## src/sv/salc_pkg.sv

```systemverilog
// Shared types and command codes of the set-associative LRU cache tag controller.
`timescale 1ns / 1ps
package salc_pkg;

  typedef enum logic [1:0] {
    CMD_READ  = 2'd0,
    CMD_WRITE = 2'd1,
    CMD_SHARE = 2'd2,
    CMD_INVAL = 2'd3
  } cmd_e;

  typedef struct packed {
    logic clear;
    logic accept;
    logic commit;
  } ctrl_cmd_t;

  typedef struct packed {
    logic clear_last;
    logic out_stall;
  } dp_status_t;

  localparam int unsigned OutTagBits = 50;
  localparam int unsigned OutBits = 56;

endpackage

```

## src/sv/salc_ctrl.sv

```systemverilog
// Controller state machine: clearing pass, transaction accept and commit sequencing.
`timescale 1ns / 1ps
module salc_ctrl (
  input  logic                   clk_i,
  input  logic                   rst_ni,
  input  logic                   in_valid_i,
  output logic                   in_ready_o,
  input  salc_pkg::dp_status_t   status_i,
  output salc_pkg::ctrl_cmd_t    cmd_o
);

  typedef enum logic [1:0] {
    ST_CLEAR,
    ST_IDLE,
    ST_LOOKUP
  } state_e;

  state_e state_q;
  logic   ready_q;

  assign in_ready_o    = ready_q;
  assign cmd_o.clear   = (state_q == ST_CLEAR);
  assign cmd_o.accept  = (state_q == ST_IDLE) && ready_q && in_valid_i;
  assign cmd_o.commit  = (state_q == ST_LOOKUP) && !status_i.out_stall;

  always_ff @(posedge clk_i or negedge rst_ni) begin
    if (!rst_ni) begin
      state_q <= ST_CLEAR;
      ready_q <= 1'b0;
    end else begin
      case (state_q)
        ST_CLEAR: begin
          if (status_i.clear_last) begin
            state_q <= ST_IDLE;
            ready_q <= 1'b1;
          end
        end
        ST_IDLE: begin
          if (ready_q && in_valid_i) begin
            state_q <= ST_LOOKUP;
            ready_q <= 1'b0;
          end
        end
        ST_LOOKUP: begin
          // The result register must be free or draining before it is overwritten.
          if (!status_i.out_stall) begin
            state_q <= ST_IDLE;
            ready_q <= 1'b1;
          end
        end
        default: begin
          state_q <= ST_CLEAR;
          ready_q <= 1'b0;
        end
      endcase
    end
  end

endmodule

```

## config.mk

```make
export PLATFORM = sky130hd
export DESIGN_NAME = salc_ctrl
export DESIGN_NICKNAME = d
export VERILOG_FILES = /design/src/sv/salc_pkg.sv /design/src/sv/salc_ctrl.sv
export SDC_FILE = /design/constraint.sdc
export NUM_CORES = 1
export LEC_CHECK = 0
export BUFFER_PORTS_ARGS = -buffer_cell sky130_fd_sc_hd__buf_2
export CAP_MARGIN = 0
export CORE_AREA = 2 2 39 41
export DETAILED_ROUTE_END_ITERATION = 10
export DIE_AREA = 0 0 41 43
export GPL_TIMING_DRIVEN = 0
export HOLD_SLACK_MARGIN = 0.05
export PLACE_DENSITY = 0.37
export SYNTH_ARGS = -nofsm -noshare
export SYNTH_HDL_FRONTEND = slang
export SYNTH_SLANG_ARGS = --single-unit
```

## constraint.sdc

```tcl
create_clock -name clk_i -period 2.3 [get_ports clk_i]
set_input_delay 0.46 -clock clk_i [delete_from_list [all_inputs] [get_ports clk_i]]
set_output_delay 0.46 -clock clk_i [all_outputs]
set_load 0.05 [all_outputs]
```

---- After elaboration in Yosys (flattened, before gate mapping) ----
Index checks and enable logic that the tools add are counted.
cells by class
  add/sub/neg operators ................... 0
  $mul .................................... 0
  divide/modulo/power cells ............... 0
  $lt $le $gt $ge ......................... 0
  eq/ne operators ......................... 5
  shift operators ......................... 0
  muxes and demuxes ....................... 8
  bitwise operators ....................... 0
  reduce and logical (&&, ||, !) cells .... 7
operators with widths
  kind                                            number
  two-way mux 2 bit                               3
  case mux 2 bit (3 select lines)                 1
  logical AND 1 bit                               4
  != test 2 bit (second input constant)           2
  two-way mux 1 bit                               3
  case mux 1 bit (3 select lines)                 1
  AND reduction 3 bit                             1
  == test 2 x 1 -> 1 bit (second input constant)  1
  == test 2 bit (second input constant)           1
  logical NOT 2 bit                               1
  != test 2 x 1 -> 1 bit (second input constant)  1
  logical NOT 1 bit                               1
word-level totals
  register bits after elaboration ......... 3
  latch bits .............................. 0
  memory bits (writable) .................. 0
  bits in read-only memories .............. 0
  output and inout port bits .............. 4
  memories kept ........................... 0

---- Logic depth before layout (Yosys ltp) ----
Gate-level depths: netlist (run 1).
  word-level depth ........................ 3
  gate-level depth with buffers ........... 3
  mapped depth without buffers ............ 3

---- Least setup slack after synthesis (run 1) ----
OpenSTA, ideal clock, no wires.
  path type ............................... register to output
  from .................................... register state_q[1]
  to ...................................... output cmd_o[0] (netlist name)
  data arrival time ....................... 1.515 ns
  data required time ...................... 1.840 ns
  path slack .............................. 0.325 ns
  cell stages (with the launch flop) ...... 3
  buffers on the path ..................... 0
  path through ............................ dfrtp_1 inv_2 nor3_1
RTL lines
  item                      RTL line         text
  start: declaration        salc_ctrl.sv:18  state_e state_q;
  start signal: assignment  salc_ctrl.sv:28  state_q <= ST_CLEAR;
  start signal: assignment  salc_ctrl.sv:34  state_q <= ST_IDLE;
  start signal: assignment  salc_ctrl.sv:40  state_q <= ST_LOOKUP;
  end: declaration          salc_ctrl.sv:9   output salc_pkg::ctrl_cmd_t cmd_o

==> results of run 1 <==
-- registers in the layout, summed over array words and instances, names as in the netlist --
signal,count
state_q,2
in_ready_o,1
-- through the flow --
stage	power, mW	instance area (sq um)
2_1_floorplan	0.0547	163
3_3_place_gp	0.0595	223
3_5_place_dp	0.0599	223
4_1_cts	0.157	259
5_1_grt	0.160	259
6_report	0.151	259
-- path summary, 6_finish.rpt --
path,endpoint,slack [ns]
hold reg to reg,in_ready_o$_DFFE_PN0P_,0.56
hold / removal,state_q[1]$_DFFE_PN0P_,0.52
max in group asynchronous,state_q[1]$_DFFE_PN0P_,1.65
setup reg to reg,state_q[1]$_DFFE_PN0P_,1.25
min in group asynchronous,state_q[0]$_DFFE_PN0P_,0.55
setup / recovery,cmd_o[1],0.63
-- worst max-delay path: stages, from the launching register on --
cell	delay, ns
dfrtp_1	0.38
and2_4	0.16
and3_4	0.18
buf_2	0.25
-- layout make-up --
class                           count  area, sq um
Tap cell                           16         20.0
Timing Repair Buffer                9         50.0
Fill cell                         153         1120
Clock buffer                        4         26.3
Multi-Input combinational cell     12         76.3
Sequential cell                     3         75.1
Inverter                            3         11.3
-- power by group --
part / internal, mW / switching (mW)
clock: 0.0649 / 0.0253
sequential: 0.0531 / 0
combinational: 0.00412 / 0.00328
-- metal layers --
layer  global-route usage  up-vias  wire length, um
met3               0.0157        0               47
met4               0.0800        0                0
met2               0.0719       12              157
met5                    0        -                0
met1               0.0617       75              199
li1                     -       88                -
-- cell usage in the layout (no fill, tap or decap), drive strengths merged --
| cell type | count |
|---|---|
| a31o | 1 |
| and3 | 1 |
| nor2 | 1 |
| inv | 3 |
| and2 | 1 |
| a21oi | 1 |
| dfrtp | 3 |
| nand2 | 1 |
| o21ai | 2 |
| o22ai | 1 |
| clkbuf | 4 |
| dlygate4sd3 | 1 |
| nor2b | 1 |
| a22oi | 1 |
| buf | 8 |
| nor3 | 1 |
-- logic make-up (layout without fill, tap and decap cells) --
kind of cell / count (synthesis) / count (layout) / synth area share
AO/OA/AOI/OAI: 6 / 6 / 0.231
AND/OR/NAND/NOR: 6 / 6 / 0.238
flip-flops: 3 / 3 / 0.462
buffers and inverters: 3 / 16 / 0.0692
==> summary.md, run 1 <==
| Metric | Value |
|---|---|
| Pwr Density | `582 mW/mm^2` |
| GRT Total Usage | `0.0574` |
| Synthesis-to-finish area growth | `59.2%` |
| Vias in the first global route | `178` |
| N_diodes | `0` |
| Finished Layout Cells | `47` |
| Inserted Clock Buffers | `3` |
| RSZ-0062 raised after global routing | `no` |
| R2r startpoint | `in_ready_o$_DFFE_PN0P_` |
| Async S/R FF share, synth | `1.00` |
| Cts hold-fix bufs | `1` |
| Worst Setup End Kind | `output port` |
| Max-cap violation count | `0` |
| Synth top cells by count | `dfrtp_1, inv_1` |
| Post-CTS setup buffer count | `0` |
| Die Ht | `43 um` |
| Largest fanout on the critical path | `4` |
| Fin crit share | `0.724` |
| Arrival @ worst endpoint | `1.21 ns` |
| Final Hold Fails | `0` |
| HPWL Detailed | `322 um` |
| Worst hold margin | `0.521 ns` |
| Wire per inst | `8.57 um` |
| Placeable Area | `0.00138 sq mm` |
| Worst R2R Path Depth | `3` |
| Total Routed Length | `403 um` |
| Die X | `41 um` |
| Later-pin clock latency in the skew report | `0.23 ns` |
| Final ANT Viol Nets | `0` |
| CTS root buffer | `clkbuf_4` |
| First-pass GRT wire length | `607 um` |
| Max clock buf depth | `2` |
| Initial antenna violation count | `0` |
| Post-layout min period | `1.67 ns` |
| Die Area | `0.00176 sq mm` |
| # nets final | `37` |
| Max-slew headroom | `0.834` |
| Pre-CTS WS | `0.717 ns` |
| Top-count cell post-synth | `dfrtp_1` |
| H-tree levels | `1` |
| Hold_sp | `status_i[0]` |
| CTS tree | `yes` |
| Hold Path Class | `primary input to flip-flop` |
| Hold depth | `2` |
| GRT overflow | `0` |
| Number of synthesized register bits | `3` |
| Number of flops mapped to enable cells by yosys | `0` |
| Final setup TNS | `0 ns` |
| Layout cell share with drive strength beyond 1 | `0.452` |
| # clock sinks | `3` |
| DRC | `0` |
| PortBufs | `8` |
| Drt via density | `3.72` |
| Worst setup startpoint | `in_ready_o$_DFFE_PN0P_` |
| Status | `complete, no violations` |
| Synth area leaders | `dfrtp_1, and3_4, a31o_1, and2_4, a22oi_1` |
| Final setup margin | `0.634 ns` |
| Worst setup SP type | `flip-flop` |
| Sequential share of the synthesized area | `0.462` |
| Actual slew at the worst max-slew pin | `0.250 ns` |
| Pin count of the biggest net entering global routing | `7` |
| Synth cell types | `15` |
| Starting Density | `0.118` |
| Final GP Congestion | `0.612` |
| Synth Cell Area | `163 sq um` |
| Synth warn | `0` |
| Mapped Cells | `18` |
| Post-CTS sizing | `0` |
| Synth area leader | `dfrtp_1` |
| Initial DRC Count | `7` |
| LEAKAGE | `0.140 nW` |
| Critical path class | `flip-flop to output port` |
| Max Clock Freq | `600 MHz` |
| Setup-failing EPs final | `0` |
| CP required | `1.84 ns` |
| Clk slew on worst S/H paths | `0.03 ns` |
| VDD IR-drop max | `151 uV` |
| DR vias | `175` |
| Ports | `9` |
| Post-synthesis average cell area | `9.04 sq um` |
| Syn Nets | `23` |
| First-pass iteration count of the detailed router | `4` |
| Placed insts | `42` |
| Num rows | `14` |
| Fin. max-slew vios | `0` |
| Clk_skew | `0.000491 ns` |
| Final Util | `0.187` |
| Share of the synthesized area in the top cell type | `0.462` |
| Main flop type after synthesis | `dfrtp_1` |
(Power assumes the default switching activity.)
==> run 2, diff against run 1 <==
Settings changed: ABC_AREA set to 1.
Clock period 2.3 ns to 1.7 ns, I/O delays scaled along.
==> summary.md, run 2 <==
| Metric | Value |
|---|---|
| PortBufs | `8` |
| Most common cell after layout, fill and taps aside | `buf_2` |
| Max clock buf depth | `2` |
| Wire per inst | `7.31 um` |
| Synth warn | `0` |
| # clock sinks | `3` |
| Die Area | `0.00176 sq mm` |
| N_diodes | `0` |
| Worst Setup End Kind | `output port` |
| Post-CTS sizing | `0` |
| Total Routed Length | `358 um` |
| Synth area leaders | `dfrtp_1, nand2_1, inv_1, nand3_1, nand3_2` |
| DR vias | `159` |
| Synth top cells by count | `nand2_1, dfrtp_1, inv_1` |
| Final setup TNS | `0 ns` |
| Final ANT Viol Nets | `0` |
| VDD IR-drop max | `581 uV` |
| GRT Total Usage | `0.0493` |
| HPWL Detailed | `283 um` |
| Internal power | `269 uW` |
| Drt via density | `3.24` |
| First-pass iteration count of the detailed router | `2` |
| GRT overflow | `0` |
| Die X | `41 um` |
| Placeable Area | `0.00138 sq mm` |
| Critical Path Sink | `cmd_o[1]` |
| Synth Cell Area | `155 sq um` |
| Worst R2R Path Depth | `4` |
| Met2 Routed Length | `117 um` |
| Post-layout min period | `1.51 ns` |
| Layout cell share with drive strength beyond 1 | `0.455` |
| Pre-CTS WS | `0.432 ns` |
| Async S/R FF share, synth | `1.00` |
| Critical path class | `flip-flop to output port` |
| Initial antenna violation count | `0` |
| Num rows | `14` |
| Comb power frac | `0.522` |
| Fin. max-slew vios | `0` |
| # nets final | `39` |
| Starting Density | `0.112` |
| CP required | `1.36 ns` |
| Finished Layout Cells | `49` |
| Number of synthesized register bits | `3` |
| H-tree levels | `1` |
| Clk slew on worst S/H paths | `0.04 ns` |
| WL met3 | `52 um` |
| Hold Path Class | `primary input to asynchronous set/reset pin` |
| Ports | `9` |
| Placed insts | `44` |
| Arrival @ worst endpoint | `1.17 ns` |
| R2R Setup Slk | `0.77 ns` |
| Later-pin clock latency in the skew report | `0.23 ns` |
| Max Used Layer | `met3` |
| LEAKAGE | `0.138 nW` |
| Final Hold Fails | `0` |
| Met1 Wirelength | `188 um` |
| Sw Ratio | `0.523` |
| Max-cap violation count | `0` |
| Initial DRC Count | `1` |
| Post-synthesis average cell area | `7.76 sq um` |
| Final Total Pwr | `564 uW` |
| Clk_skew | `0.000958 ns` |
| Final setup margin | `0.190 ns` |
| Max-slew headroom | `0.833` |
| Inserted Clock Buffers | `3` |
| Syn Nets | `25` |
| DRC | `0` |
| Max Clock Freq | `662 MHz` |
| Largest register FFs | `2` |
| Mapped Cells | `20` |
| Share of the synthesized area in the top cell type | `0.484` |
| Synth area leader | `dfrtp_1` |
| Sequential share of power | `0.259` |
| Sequential share of the synthesized area | `0.484` |
| CTS root buffer | `clkbuf_4` |
| Pin count of the biggest net entering global routing | `6` |
| Clock power frac | `0.219` |
| RSZ-0062 raised after global routing | `no` |
| Die Ht | `43 um` |
| Synth cell types | `10` |
| Setup-failing EPs final | `0` |
| Actual slew at the worst max-slew pin | `0.252 ns` |
| Pwr Density | `2180 mW/mm^2` |
| Largest Register | `state_q` |
| Top-count cell post-synth | `nand2_1` |
| Switch Pwr | `295 uW` |
| Main flop type after synthesis | `dfrtp_1` |
| Most frequent cells in the layout | `buf_2, nand2_1, inv_1, clkbuf_4, dfrtp_1` |
| Largest fanout on the critical path | `3` |
| Crit Reg-Reg Endpoint | `in_ready_o$_DFFE_PN0P_` |
| Vias in the first global route | `133` |
| Number of flops mapped to enable cells by yosys | `0` |
| Final Util | `0.187` |
| Final GP Congestion | `0.640` |
| R2r startpoint | `state_q[1]$_DFFE_PN0P_` |
| Synthesis-to-finish area growth | `66.9%` |
| Fin crit share | `0.888` |
| Status | `complete, no violations` |
| Worst setup startpoint | `state_q[1]$_DFFE_PN0P_` |
| Worst setup SP type | `flip-flop` |
| First-pass GRT wire length | `517 um` |
| CTS tree | `yes` |
==> run 2: cell types whose count changed after synthesis, sizes merged <==
cell   delta
a31o      -1
nand2     +5
o22ai     -1
nor2b     -1
a21oi     -1
o21ai     -1
and2      -1
and3      -1
a22oi     -1
nand3     +3
nand4     +1
nor2      +1
==> run 2: timing repair <==
item / 4_1_cts / 5_1_grt
hold buffers: 1 / 0
hold endpoints to repair: 3 / 0
endpoints found under the setup margin: 0 / 0
setup buffers: 0 / 0
==> run 2: through the flow <==
stage	area (sq um)	hold slack, ns
2_1_floorplan	163	0.0444
3_3_place_gp	223	0.141
4_1_cts	259	0.418
6_report	259	0.428
3_5_place_dp	223	0.138
5_1_grt	259	0.437
==> run 2: worst min-delay path by stage <==
stage | startpoint | endpoint | cells past startpoint
2_1_floorplan | rst_ni | in_ready_o$_DFFE_PN0P_ | 0
3_3_place_gp | rst_ni | in_ready_o$_DFFE_PN0P_ | 1
3_5_place_dp | rst_ni | in_ready_o$_DFFE_PN0P_ | 1
4_1_cts | rst_ni | in_ready_o$_DFFE_PN0P_ | 2
5_1_grt | rst_ni | state_q[1]$_DFFE_PN0P_ | 2
6_report | rst_ni | state_q[1]$_DFFE_PN0P_ | 2
==> run 2: kinds of logic after synthesis <==
family	Yosys count	share of synthesized area
DFF	3	0.484
buffers and inverters	3	0.0726
and+or+nand+nor	13	0.411
AOI/OAI and AO/OA	1	0.0322
==> run 2: routing by layer <==
layer / vias to the layer above / GRT usage
met5: - / 0
met4: 0 / 0.0600
met3: 0 / 0.0314
met2: 9 / 0.0438
met1: 58 / 0.0649
li1: 92 / -
==> run 2: area by class of cell <==
type / instances / area [sq um]
fillers: 161 / 1120
inverters: 3 / 11.3
multi-input cells: 14 / 76.3
repair buffers: 9 / 50.0
clock buffers: 4 / 26.3
flip-flops and latches: 3 / 75.1
well taps: 16 / 20.0
==> run 2: worst max-delay path, stage by stage (launching register included) <==
cell	delay (ns)
dfrtp_1	0.40
inv_1	0.11
nand2_1	0.08
nor2_2	0.08
buf_2	0.26
==> run 2: power by group through the flow <==
| stage | Combinational, mW | Sequential (mW) | Clock (mW) |
|---|---|---|---|
| floorplan | 0.197 | 0.179 | 0 |
| global placement | 0.300 | 0.147 | 0 |
| detailed placement | 0.295 | 0.146 | 0 |
| CTS | 0.298 | 0.145 | 0.132 |
| global route | 0.318 | 0.151 | 0.140 |
| finish | 0.294 | 0.146 | 0.123 |
